$ cat src/hdl/jcsg_pkg.sv
// Shared types, constants and reset values for the joint command safety gate.
`default_nettype none
package jcsg_pkg;

  localparam int JOINTS = 4;
  localparam int ANGLE_W = 16;
  localparam int PACK_W = 64;
  localparam int MOTION_W = 16;
  localparam int TICK_W = 32;
  localparam int COUNT_W = 32;
  localparam int ADDR_W = 6;
  localparam int DATA_W = 64;

  localparam logic [PACK_W-1:0] MIN_ANGLES_RST = 64'h8000_8000_8000_8000;
  localparam logic [PACK_W-1:0] MAX_ANGLES_RST = 64'h7FFF_7FFF_7FFF_7FFF;
  localparam logic [MOTION_W-1:0] MIN_MOTION_RST = 16'h0000;
  localparam logic [MOTION_W-1:0] MAX_MOTION_RST = 16'hFFFF;

  // Register indexes (byte address = 8 * index)
  typedef enum logic [2:0] {
    REG_MIN_ANGLES   = 3'd0,
    REG_MAX_ANGLES   = 3'd1,
    REG_MIN_MOTION   = 3'd2,
    REG_MAX_MOTION   = 3'd3,
    REG_DUP_EPSILON  = 3'd4,
    REG_MIN_INTERVAL = 3'd5
  } reg_idx_t;

  typedef enum logic [2:0] {
    ST_ACCEPTED     = 3'd0,
    ST_BAD_ANGLE    = 3'd1,
    ST_BAD_DURATION = 3'd2,
    ST_DUPLICATE    = 3'd3,
    ST_RATE         = 3'd4,
    ST_LINK         = 3'd5
  } status_t;

  typedef struct packed {
    logic [PACK_W-1:0]   min_angles;
    logic [PACK_W-1:0]   max_angles;
    logic [MOTION_W-1:0] min_motion;
    logic [MOTION_W-1:0] max_motion;
    logic [ANGLE_W-1:0]  dup_epsilon;
    logic [TICK_W-1:0]   min_interval;
  } cfg_t;

  typedef struct packed {
    logic [PACK_W-1:0]   angles;
    logic [MOTION_W-1:0] motion;
    logic [TICK_W-1:0]   now;
    logic                link_ready;
  } cmd_t;

  typedef struct packed {
    logic                has_last;
    logic [PACK_W-1:0]   angles;
    logic [MOTION_W-1:0] motion;
    logic [TICK_W-1:0]   last_time;
  } hist_t;

  typedef struct packed {
    logic [COUNT_W-1:0] attempted;
    logic [COUNT_W-1:0] accepted;
    logic [COUNT_W-1:0] rejected;
    logic [COUNT_W-1:0] link_fail;
  } counts_t;

  // Signed lane j of a packed angle word
  function automatic logic signed [ANGLE_W-1:0] lane(input logic [PACK_W-1:0] word,
                                                     input int j);
    lane = $signed(word[j*ANGLE_W +: ANGLE_W]);
  endfunction

endpackage
`default_nettype wire

$ cat src/hdl/jcsg_cfg_regs.sv
// APB-style configuration register file for the safety gate limits.
`default_nettype none
module jcsg_cfg_regs (
  input  wire logic                      clk,
  input  wire logic                      rst_n,
  input  wire logic                      psel,
  input  wire logic                      penable,
  input  wire logic                      pwrite,
  input  wire logic [jcsg_pkg::ADDR_W-1:0] paddr,
  input  wire logic [jcsg_pkg::DATA_W-1:0] pwdata,
  output logic      [jcsg_pkg::DATA_W-1:0] prdata,
  output logic                           pready,
  output jcsg_pkg::cfg_t                 cfg
);
  import jcsg_pkg::*;

  cfg_t cfg_r, cfg_nxt;
  logic wr_en;
  logic [2:0] idx;

  assign pready = 1'b1;
  assign wr_en  = psel && penable && pwrite;
  assign idx    = paddr[ADDR_W-1:3];

  // Write decode, values masked to register widths
  always_comb begin
    cfg_nxt = cfg_r;
    if (wr_en) begin
      case (idx)
        REG_MIN_ANGLES:   cfg_nxt.min_angles   = pwdata;
        REG_MAX_ANGLES:   cfg_nxt.max_angles   = pwdata;
        REG_MIN_MOTION:   cfg_nxt.min_motion   = pwdata[MOTION_W-1:0];
        REG_MAX_MOTION:   cfg_nxt.max_motion   = pwdata[MOTION_W-1:0];
        REG_DUP_EPSILON:  cfg_nxt.dup_epsilon  = pwdata[ANGLE_W-1:0];
        REG_MIN_INTERVAL: cfg_nxt.min_interval = pwdata[TICK_W-1:0];
        default:          cfg_nxt = cfg_r;
      endcase
    end
  end

  always_ff @(posedge clk) begin
    if (!rst_n) begin
      cfg_r.min_angles   <= MIN_ANGLES_RST;
      cfg_r.max_angles   <= MAX_ANGLES_RST;
      cfg_r.min_motion   <= MIN_MOTION_RST;
      cfg_r.max_motion   <= MAX_MOTION_RST;
      cfg_r.dup_epsilon  <= '0;
      cfg_r.min_interval <= '0;
    end else begin
      cfg_r <= cfg_nxt;
    end
  end

  // Read mux
  always_comb begin
    case (idx)
      REG_MIN_ANGLES:   prdata = cfg_r.min_angles;
      REG_MAX_ANGLES:   prdata = cfg_r.max_angles;
      REG_MIN_MOTION:   prdata = {{(DATA_W-MOTION_W){1'b0}}, cfg_r.min_motion};
      REG_MAX_MOTION:   prdata = {{(DATA_W-MOTION_W){1'b0}}, cfg_r.max_motion};
      REG_DUP_EPSILON:  prdata = {{(DATA_W-ANGLE_W){1'b0}}, cfg_r.dup_epsilon};
      REG_MIN_INTERVAL: prdata = {{(DATA_W-TICK_W){1'b0}}, cfg_r.min_interval};
      default:          prdata = '0;
    endcase
  end

  assign cfg = cfg_r;
endmodule
`default_nettype wire

$ cat src/hdl/jcsg_checker.sv
// Combinational check chain: angle window, duration, duplicate, rate, link.
`default_nettype none
module jcsg_checker (
  input  wire jcsg_pkg::cfg_t    cfg,
  input  wire jcsg_pkg::cmd_t    cmd,
  input  wire jcsg_pkg::hist_t   hist,
  output jcsg_pkg::status_t status
);
  import jcsg_pkg::*;

  logic angle_ok, dur_ok, dup, rate_bad;
  logic [JOINTS-1:0] lane_ok, lane_close;
  logic signed [ANGLE_W:0] diff [JOINTS];
  logic [ANGLE_W:0] mag [JOINTS];
  logic [TICK_W-1:0] elapsed;

  // Per-joint window and closeness, all lanes in parallel
  always_comb begin
    for (int j = 0; j < JOINTS; j++) begin
      lane_ok[j] = (lane(cmd.angles, j) >= lane(cfg.min_angles, j)) &&
                   (lane(cmd.angles, j) <= lane(cfg.max_angles, j));
      // sign-extended 17-bit difference, exact for any pair of angles
      diff[j] = {cmd.angles[j*ANGLE_W + ANGLE_W-1], cmd.angles[j*ANGLE_W +: ANGLE_W]} -
                {hist.angles[j*ANGLE_W + ANGLE_W-1], hist.angles[j*ANGLE_W +: ANGLE_W]};
      mag[j]  = diff[j][ANGLE_W] ? -diff[j] : diff[j];
      lane_close[j] = (mag[j] <= {1'b0, cfg.dup_epsilon});
    end
  end

  assign angle_ok = &lane_ok;
  assign dur_ok   = (cmd.motion >= cfg.min_motion) && (cmd.motion <= cfg.max_motion);
  assign dup      = hist.has_last && (cmd.motion == hist.motion) && (&lane_close);
  // wrapping tick distance since the last accepted command
  assign elapsed  = cmd.now - hist.last_time;
  assign rate_bad = hist.has_last && (elapsed < cfg.min_interval);

  // First failing check wins
  always_comb begin
    if (!angle_ok)            status = ST_BAD_ANGLE;
    else if (!dur_ok)         status = ST_BAD_DURATION;
    else if (dup)             status = ST_DUPLICATE;
    else if (rate_bad)        status = ST_RATE;
    else if (!cmd.link_ready) status = ST_LINK;
    else                      status = ST_ACCEPTED;
  end
endmodule
`default_nettype wire

$ cat src/hdl/jcsg_history.sv
// Last accepted command and the four wrapping transaction counters.
`default_nettype none
module jcsg_history (
  input  wire logic         clk,
  input  wire logic         rst_n,
  input  wire logic         update,
  input  wire jcsg_pkg::status_t status,
  input  wire jcsg_pkg::cmd_t    cmd,
  output jcsg_pkg::hist_t   hist,
  output jcsg_pkg::counts_t counts
);
  import jcsg_pkg::*;

  hist_t   hist_r, hist_nxt;
  counts_t counts_r, counts_nxt;

  // Store on accept, count every evaluated command
  always_comb begin
    hist_nxt   = hist_r;
    counts_nxt = counts_r;
    if (update) begin
      counts_nxt.attempted = counts_r.attempted + 1'b1;
      if (status == ST_ACCEPTED) begin
        hist_nxt.has_last  = 1'b1;
        hist_nxt.angles    = cmd.angles;
        hist_nxt.motion    = cmd.motion;
        hist_nxt.last_time = cmd.now;
        counts_nxt.accepted = counts_r.accepted + 1'b1;
      end else begin
        counts_nxt.rejected = counts_r.rejected + 1'b1;
        if (status == ST_LINK) counts_nxt.link_fail = counts_r.link_fail + 1'b1;
      end
    end
  end

  always_ff @(posedge clk) begin
    if (!rst_n) begin
      hist_r   <= '0;
      counts_r <= '0;
    end else begin
      hist_r   <= hist_nxt;
      counts_r <= counts_nxt;
    end
  end

  assign hist   = hist_r;
  assign counts = counts_r;
endmodule
`default_nettype wire

$ cat src/hdl/joint_command_safety_gate.sv
// Latency: results pass through the input register and then the result register.
// Throughput: 1 command per cycle while out_stall is low; check chain and history keep pace.
// The result register is freed in the cycle it is taken, so stalls back up one stage at a time.
// Reset (synchronous, rst_n low): limits to full range, history and counters cleared,
// pipeline emptied.
`default_nettype none
module joint_command_safety_gate (
  input  wire logic                          clk,
  input  wire logic                          rst_n,
  input  wire logic                          in_valid,
  output logic                               in_stall,
  input  wire logic [jcsg_pkg::PACK_W-1:0]   in_angles_packed,
  input  wire logic [jcsg_pkg::MOTION_W-1:0] in_motion_ms,
  input  wire logic [jcsg_pkg::TICK_W-1:0]   in_now_ticks,
  input  wire logic                          in_link_ready,
  output logic                               out_valid,
  input  wire logic                          out_stall,
  output logic [2:0]                         out_status,
  output logic                               out_forward,
  output logic [jcsg_pkg::COUNT_W-1:0]       out_attempted_count,
  output logic [jcsg_pkg::COUNT_W-1:0]       out_accepted_count,
  output logic [jcsg_pkg::COUNT_W-1:0]       out_rejected_count,
  output logic [jcsg_pkg::COUNT_W-1:0]       out_link_fail_count,
  input  wire logic                          psel,
  input  wire logic                          penable,
  input  wire logic                          pwrite,
  input  wire logic [jcsg_pkg::ADDR_W-1:0]   paddr,
  input  wire logic [jcsg_pkg::DATA_W-1:0]   pwdata,
  output logic      [jcsg_pkg::DATA_W-1:0]   prdata,
  output logic                               pready
);
  import jcsg_pkg::*;

  cfg_t    cfg;
  hist_t   hist;
  counts_t counts;
  status_t status;

  cmd_t    cmd_r;
  logic    v1_r, v1_nxt;
  logic    out_valid_r, out_valid_nxt;
  status_t out_status_r;
  logic    adv, in_take;

  // Stage handoff
  assign adv      = v1_r && (!out_valid_r || !out_stall);
  assign in_stall = v1_r && !adv;
  assign in_take  = in_valid && !in_stall;
  assign v1_nxt   = in_stall ? v1_r : in_valid;
  assign out_valid_nxt = adv ? 1'b1 : (out_valid_r && out_stall);

  always_ff @(posedge clk) begin
    if (!rst_n) begin
      v1_r        <= 1'b0;
      out_valid_r <= 1'b0;
    end else begin
      v1_r        <= v1_nxt;
      out_valid_r <= out_valid_nxt;
    end
  end

  // Input register
  always_ff @(posedge clk) begin
    if (in_take) begin
      cmd_r.angles     <= in_angles_packed;
      cmd_r.motion     <= in_motion_ms;
      cmd_r.now        <= in_now_ticks;
      cmd_r.link_ready <= in_link_ready;
    end
  end

  // Result register
  always_ff @(posedge clk) begin
    if (adv) out_status_r <= status;
  end

  jcsg_cfg_regs u_cfg (
    .clk(clk), .rst_n(rst_n), .psel(psel), .penable(penable), .pwrite(pwrite),
    .paddr(paddr), .pwdata(pwdata), .prdata(prdata), .pready(pready), .cfg(cfg)
  );

  jcsg_checker u_chk (.cfg(cfg), .cmd(cmd_r), .hist(hist), .status(status));

  // counters move only when the result register loads, so they pair with it
  jcsg_history u_hist (
    .clk(clk), .rst_n(rst_n), .update(adv), .status(status), .cmd(cmd_r),
    .hist(hist), .counts(counts)
  );

  assign out_valid           = out_valid_r;
  assign out_status          = out_status_r;
  assign out_forward         = (out_status_r == ST_ACCEPTED);
  assign out_attempted_count = counts.attempted;
  assign out_accepted_count  = counts.accepted;
  assign out_rejected_count  = counts.rejected;
  assign out_link_fail_count = counts.link_fail;
endmodule
`default_nettype wire

$ cat config.mk
export PLATFORM = sky130hd
export DESIGN_NAME = joint_command_safety_gate
export DESIGN_NICKNAME = d
export VERILOG_FILES = /design/src/hdl/jcsg_pkg.sv /design/src/hdl/jcsg_cfg_regs.sv /design/src/hdl/jcsg_checker.sv /design/src/hdl/jcsg_history.sv /design/src/hdl/joint_command_safety_gate.sv
export SDC_FILE = /design/constraint.sdc
export NUM_CORES = 2
export LEC_CHECK = 0
export BUFFER_PORTS_ARGS = -buffer_cell sky130_fd_sc_hd__buf_2
export CORE_UTILIZATION = 55
export DETAILED_ROUTE_END_ITERATION = 10
export PLACE_DENSITY = 0.75
export REMOVE_ABC_BUFFERS = 1
export SLEW_MARGIN = 20
export SYNTH_ARGS = -nofsm -noshare
export SYNTH_HDL_FRONTEND = slang
export SYNTH_SLANG_ARGS = --single-unit
$ cat constraint.sdc
create_clock -name clk -period 18.3 [get_ports clk]
set_input_delay 4.575 -clock clk [delete_from_list [all_inputs] [get_ports clk]]
set_output_delay 4.575 -clock clk [all_outputs]
set_load 0.01 [all_outputs]
### After elaboration in Yosys (flattened, before gate mapping)

Cells that the tools add are included.

| operators by class | value |
|---|---|
| $add $sub $neg | 13 |
| magnitude comparators | 15 |
| equal/unequal tests | 7 |
| mux-type cells | 11 |
| bitwise operators | 1 |
| reductions and logical operators | 33 |

Operators by type and width:

| kind | number |
|---|---|
| $pmux W64 S6 | 1 |
| $add A32 B1 Y32 const B | 4 |
| $ge A16 B16 Y1 | 5 |
| $le A16 B16 Y1 | 5 |
| $le A17 B16 Y1 | 4 |
| $mux W17 | 4 |
| $neg A17 Y17 | 4 |
| $sub A16 B16 Y17 | 4 |
| $lt A32 B32 Y1 | 1 |
| $sub A32 B32 Y32 | 1 |
| $eq A16 B16 Y1 | 1 |
| $reduce_and A2 Y1 | 8 |
| $mux W3 | 5 |
| $logic_and A1 B1 Y1 | 14 |
| $eq A3 B3 Y1 const B | 3 |
| $logic_not A3 Y1 | 3 |
| $reduce_and A4 Y1 | 2 |
| $eq A3 B2 Y1 const B | 2 |
| $logic_not A1 Y1 | 4 |
| $eq A3 B1 Y1 const B | 1 |
| $reduce_and A3 Y1 | 1 |
| $logic_or A1 B1 Y1 | 1 |
| $mux W1 | 1 |
| $not A1 Y1 | 1 |

| word-level totals | value |
|---|---|
| bits in registers | 567 |
| output and inout bits | 199 |

### Depth between registers and ports, before layout

| logic depth | value |
|---|---|
| depth in word-level cells | 12 |
| mapped depth | 29 |
| mapped depth without buffers | 26 |

### Hierarchy

From an unflattened synthesis, not the netlist that was laid out.

| second synthesis, totals | value |
|---|---|
| cells, all modules | 4,190 |
| area, all modules | 35,898.2 µm² |

By module, submodules not included:

| module | instances | cells an instance | area an instance (µm²) | sequential area each (µm²) |
|---|---|---|---|---|
| jcsg_checker | 1 | 1,786 | 12,705.9 | 0.0 |
| jcsg_history | 1 | 1,229 | 10,008.3 | 4,824.6 |
| jcsg_cfg_regs | 1 | 1,050 | 9,611.7 | 4,164.0 |
| joint_command_safety_gate | 1 | 125 | 3,572.2 | 3,523.4 |

### Least setup slack after synthesis

No wires, ideal clock.

| timing | value |
|---|---|
| path kind | input -> output |
| from | input port paddr[3] (netlist bit) |
| to | output port prdata[32] (netlist bit) |
| arrival | 6.135 ns |
| path slack | 7.590 ns |
| cell stages on the path | 5 |
| path buffers | 3 |
| cell sequence | buf_1 nor3b_1 clkbuf_1 buf_1 a22o_1 |

| between the ends | value |
|---|---|
| cells in the longest elaborated chain, start to end | 2 |
| elaborated cells on any way between the ends | 7 |
| classes of those cells | eq/ne: 5; mux: 1; reduce/logical: 1 |

Ends and longest elaborated chain:

| item | RTL line | RTL |
|---|---|---|
| from (decl) | joint_command_safety_gate.sv:27 | `input wire logic [jcsg_pkg::ADDR_W-1:0] paddr,` |
| $eq A3 B3 Y1, or another cell as far along | jcsg_cfg_regs.sv:56 | `case (idx)` |
| $pmux W64 S6 (*) | jcsg_cfg_regs.sv:56 |  |
| to (decl) | joint_command_safety_gate.sv:29 | `output logic [jcsg_pkg::DATA_W-1:0] prdata,` |

Mark *: on every way between the ends. The rest lies on a longest branch, timed or not.

### Final worst setup path

| timing | value |
|---|---|
| from | input port paddr[3] (netlist bit) |
| to | output port prdata[13] (netlist bit) |

The elaborated chain is that of the path after synthesis.

==> results.ini <==
[final_layout]
drive_gt1_frac=0.1184
n_fill_cell=5674
nets=5180
areaGrowthSynthToFinish_pct=12.93
fin_cells=5542

[worst_setup_path]
start_kind=primary input
r2r_start=cmd_r[97]$_DFFE_PP_
cp-end-kind=primary output
rrSetupSlack_ns=9.39
worst_r2r_endpoint=u_hist.hist[55]$_SDFFE_PN0P_
crit_fanout=22
cp_slowest_stage_delay_ns=0.76
cpLargestDelayFamily=simple AND/OR/NAND/NOR gates
cp.buffers_inverters=3
reg2reg_depth=26
critPathSlowestCell=and2_1
crit_top_cell=buf_2
critical_path_class=in2out
worstPathCellList=buf_2, and2_1, nor2b_1, buf_4, a22oi_1, nand3_1, buf_2
arrival_ns=6.95
cp.required_ns=13.73

[clocking]
cts_root_buf=clkbuf_16
clock-sinks=567
clk_pin_slew_ns=0.06
clk_path_buf_depth=3
htree_levels=3
clk_latency_ns=0.62
cts_inserted_buffers=66
cts_resized=0
cts_tree=done
holdBufCountCts=0
post_cts_buffers=0

[sta]
worst_slew_pin_slew_ns=1.169
finalHoldViolations=0
skew_ns=0.02264
relSlewSlack=0.2207
setup_ws_ns=6.771
fin_crit_sh=0.6300
fmax_ghz=0.08674
rsz0062_at_grt=false
setup-violations-final=0
finalSetupTns_ns=0
fin_crit_ns=11.53
drv_slew=0

[synth]
seq_area_frac_synth=0.3459
synth_area_um2=36170
synth.largest_area_cell=dfxtp_1
ys_top_cells_by_area=dfxtp_1, ha_1, edfxtp_1, nand2_1, inv_1
yosys_warnings=0
syn_inst=4368
ys.flop_type=dfxtp_1
async_flop_share=0
syn_area_per_cell_um2=8.281
yosysUniqueCellTypes=93
synth_seq_cells=567
yosysTopAreaCellShare=0.2496
synth-edff-count=116

[floorplanning]
dieHeight_um=258.5
core_um2=64700
ioPinCount=389
fp-row-count=93
dieArea_um2=66800
start_util=0.5591
die_width_um=258.5

[min_path]
hold_class=reg2reg
holdPathEnd=u_hist.hist[4]$_SDFFE_PN0P_
hp-start=u_hist.hist[4]$_SDFFE_PN0P_
worstHoldPathCells=2

[placed_design]
dp.cells=5414
numPortBuffers=384
place_ws_ns=6.899
dp_hpwl_um=71260
gp_congestion=0.9260

[grt]
antenna_found_initial=18
grt_usage=0.2877
grt-ovfl-total=0
grt_start_max_net_pins=253
grt_pass1_wl_um=155700
grt_pass1_vias=29588

[run_status]
status=finished, final reports clean

[power_and_ir_drop]
ir_worst_vdd_v=0.00006734
cellLeakagePower_nw=16.70
power.density_nw_per_um2=76.48

[routing]
routed_wl_um=98120
drtAntennaViolNets=0
drt-initial-drc-count=2488
drc=0
vias=32033
dr.pass1.iters=6
drt-wirelength-per-cell_um=17.70
vias_per_cell=5.780

[flow_run]
cap_violations=0

[cells by family after synthesis]
group,count (synthesis),synth area share
compound gates,999,0.1850
xor+xnor,164,0.03971
fa+ha+maj,363,0.1266
buf+inv,575,0.06088
flops,567,0.3459
mux,94,0.02608
other cells,1,0.0001037
simple gates,1605,0.2157
[how the worst max path moves through the flow]
stage,cells after the start,from,slack [ns],endpoint
final,7,paddr[3],6.77,prdata[13]
after global routing,7,paddr[3],6.74,prdata[13]
after global placement,7,paddr[3],6.92,prdata[13]
after CTS,7,paddr[3],6.85,prdata[13]
after detailed placement,7,paddr[3],6.90,prdata[13]
after floorplan,22,cmd_r[97]$_DFFE_PP_,4.84,u_hist.hist[112]$_SDFFE_PN0P_
[cell usage in the layout (no fill, tap or decap), types with 85 or more instances in the layout]
| cell type | Yosys | layout |
|---|---|---|
| nand2_1 | 671 | 670 |
| dfxtp_1 | 451 | 451 |
| buf_2 | 26 | 383 |
| ha_1 | 358 | 358 |
| inv_1 | 357 | 357 |
| nand3_1 | 213 | 213 |
| a21oi_1 | 168 | 168 |
| nor2_1 | 169 | 168 |
| a21boi_0 | 134 | 134 |
| o21ai_1 | 128 | 128 |
| edfxtp_1 | 116 | 116 |
| nand2b_1 | 111 | 111 |
| xnor2_1 | 104 | 104 |
| o211ai_1 | 96 | 96 |
| mux2i_1 | 92 | 92 |
| a21o_1 | 85 | 85 |
| nand4_1 | 85 | 85 |
[worst register-to-register path: cells and delay by family, from the launching register on]
kind,cells,cell delay (ns)
XOR/XNOR,1,0.18
adder cells (fa/ha/maj),3,0.90
flip-flops,1,0.34
buffers and inverters,4,1.78
AND/OR/NAND/NOR,9,2.88
AO/OA/AOI/OAI,9,2.78
[cell usage after synthesis (all sizes together) (44+ instances only)]
cell      n
a21boi  138
a21o     85
a21oi   168
a22oi    51
and2     47
buf      48
clkbuf  170
dfxtp   451
edfxtp  116
ha      358
inv     357
mux2i    92
nand2   671
nand2b  111
nand3   213
nand4    85
nor2    169
nor2b    44
nor3     61
nor4     66
o211ai   96
o21ai   212
xnor2   104
xor2     60
[per-stage QoR]
stage / power, W / hold slack, ns / area [um^2] / util
3_3_place_gp: 0.001762 / 0.4432 / 38580 / 0.5963
6_report: 0.003124 / 0.4537 / 40850 / 0.6314
4_1_cts: 0.003141 / 0.4566 / 40810 / 0.6307
3_5_place_dp: 0.001771 / 0.4487 / 38580 / 0.5963
5_1_grt: 0.003245 / 0.4726 / 40850 / 0.6314
2_1_floorplan: 0.001628 / 0.4368 / 35310 / -
[area by class of cell]
cell class                      instances  area, um^2  area share
Tap cell                              855        1070     0.02619
Clock buffer                           98        1923     0.04708
Sequential cell                       567       12510      0.3063
Inverter                              357        1340     0.03280
Multi-Input combinational cell       3226       21530      0.5271
Antenna cell                            9       22.52   0.0005513
Timing Repair Buffer                  409        2148     0.05259
Clock inverter                         21       304.0    0.007443
[layer usage]
layer | part of all wire | wire [um] | vias to the layer above | GRT usage
met5 | 0.00088 | 86 | - | 0
met4 | 0.042 | 4161 | 14 | 0.1292
met3 | 0.061 | 6008 | 229 | 0.05106
met2 | 0.46 | 45110 | 941 | 0.4705
met1 | 0.44 | 42750 | 14864 | 0.3703
li1 | - | - | 15985 | -
[power by group]
group	switching (W)	internal [W]	total, W
clock	0.000554	0.000818	0.00137
sequential	0.0000226	0.00130	0.00132
combinational	0.000253	0.000178	0.000431
total	0.000829	0.00229	0.00312
[flip-flops by register name, summed over array words and instances (netlist names)]
name / flops
v1_r: 1
u_hist.counts: 128
u_cfg.cfg: 208
cmd_r: 113
u_hist.hist: 113
out_status: 3
out_valid: 1
(Power assumes the default switching activity.)
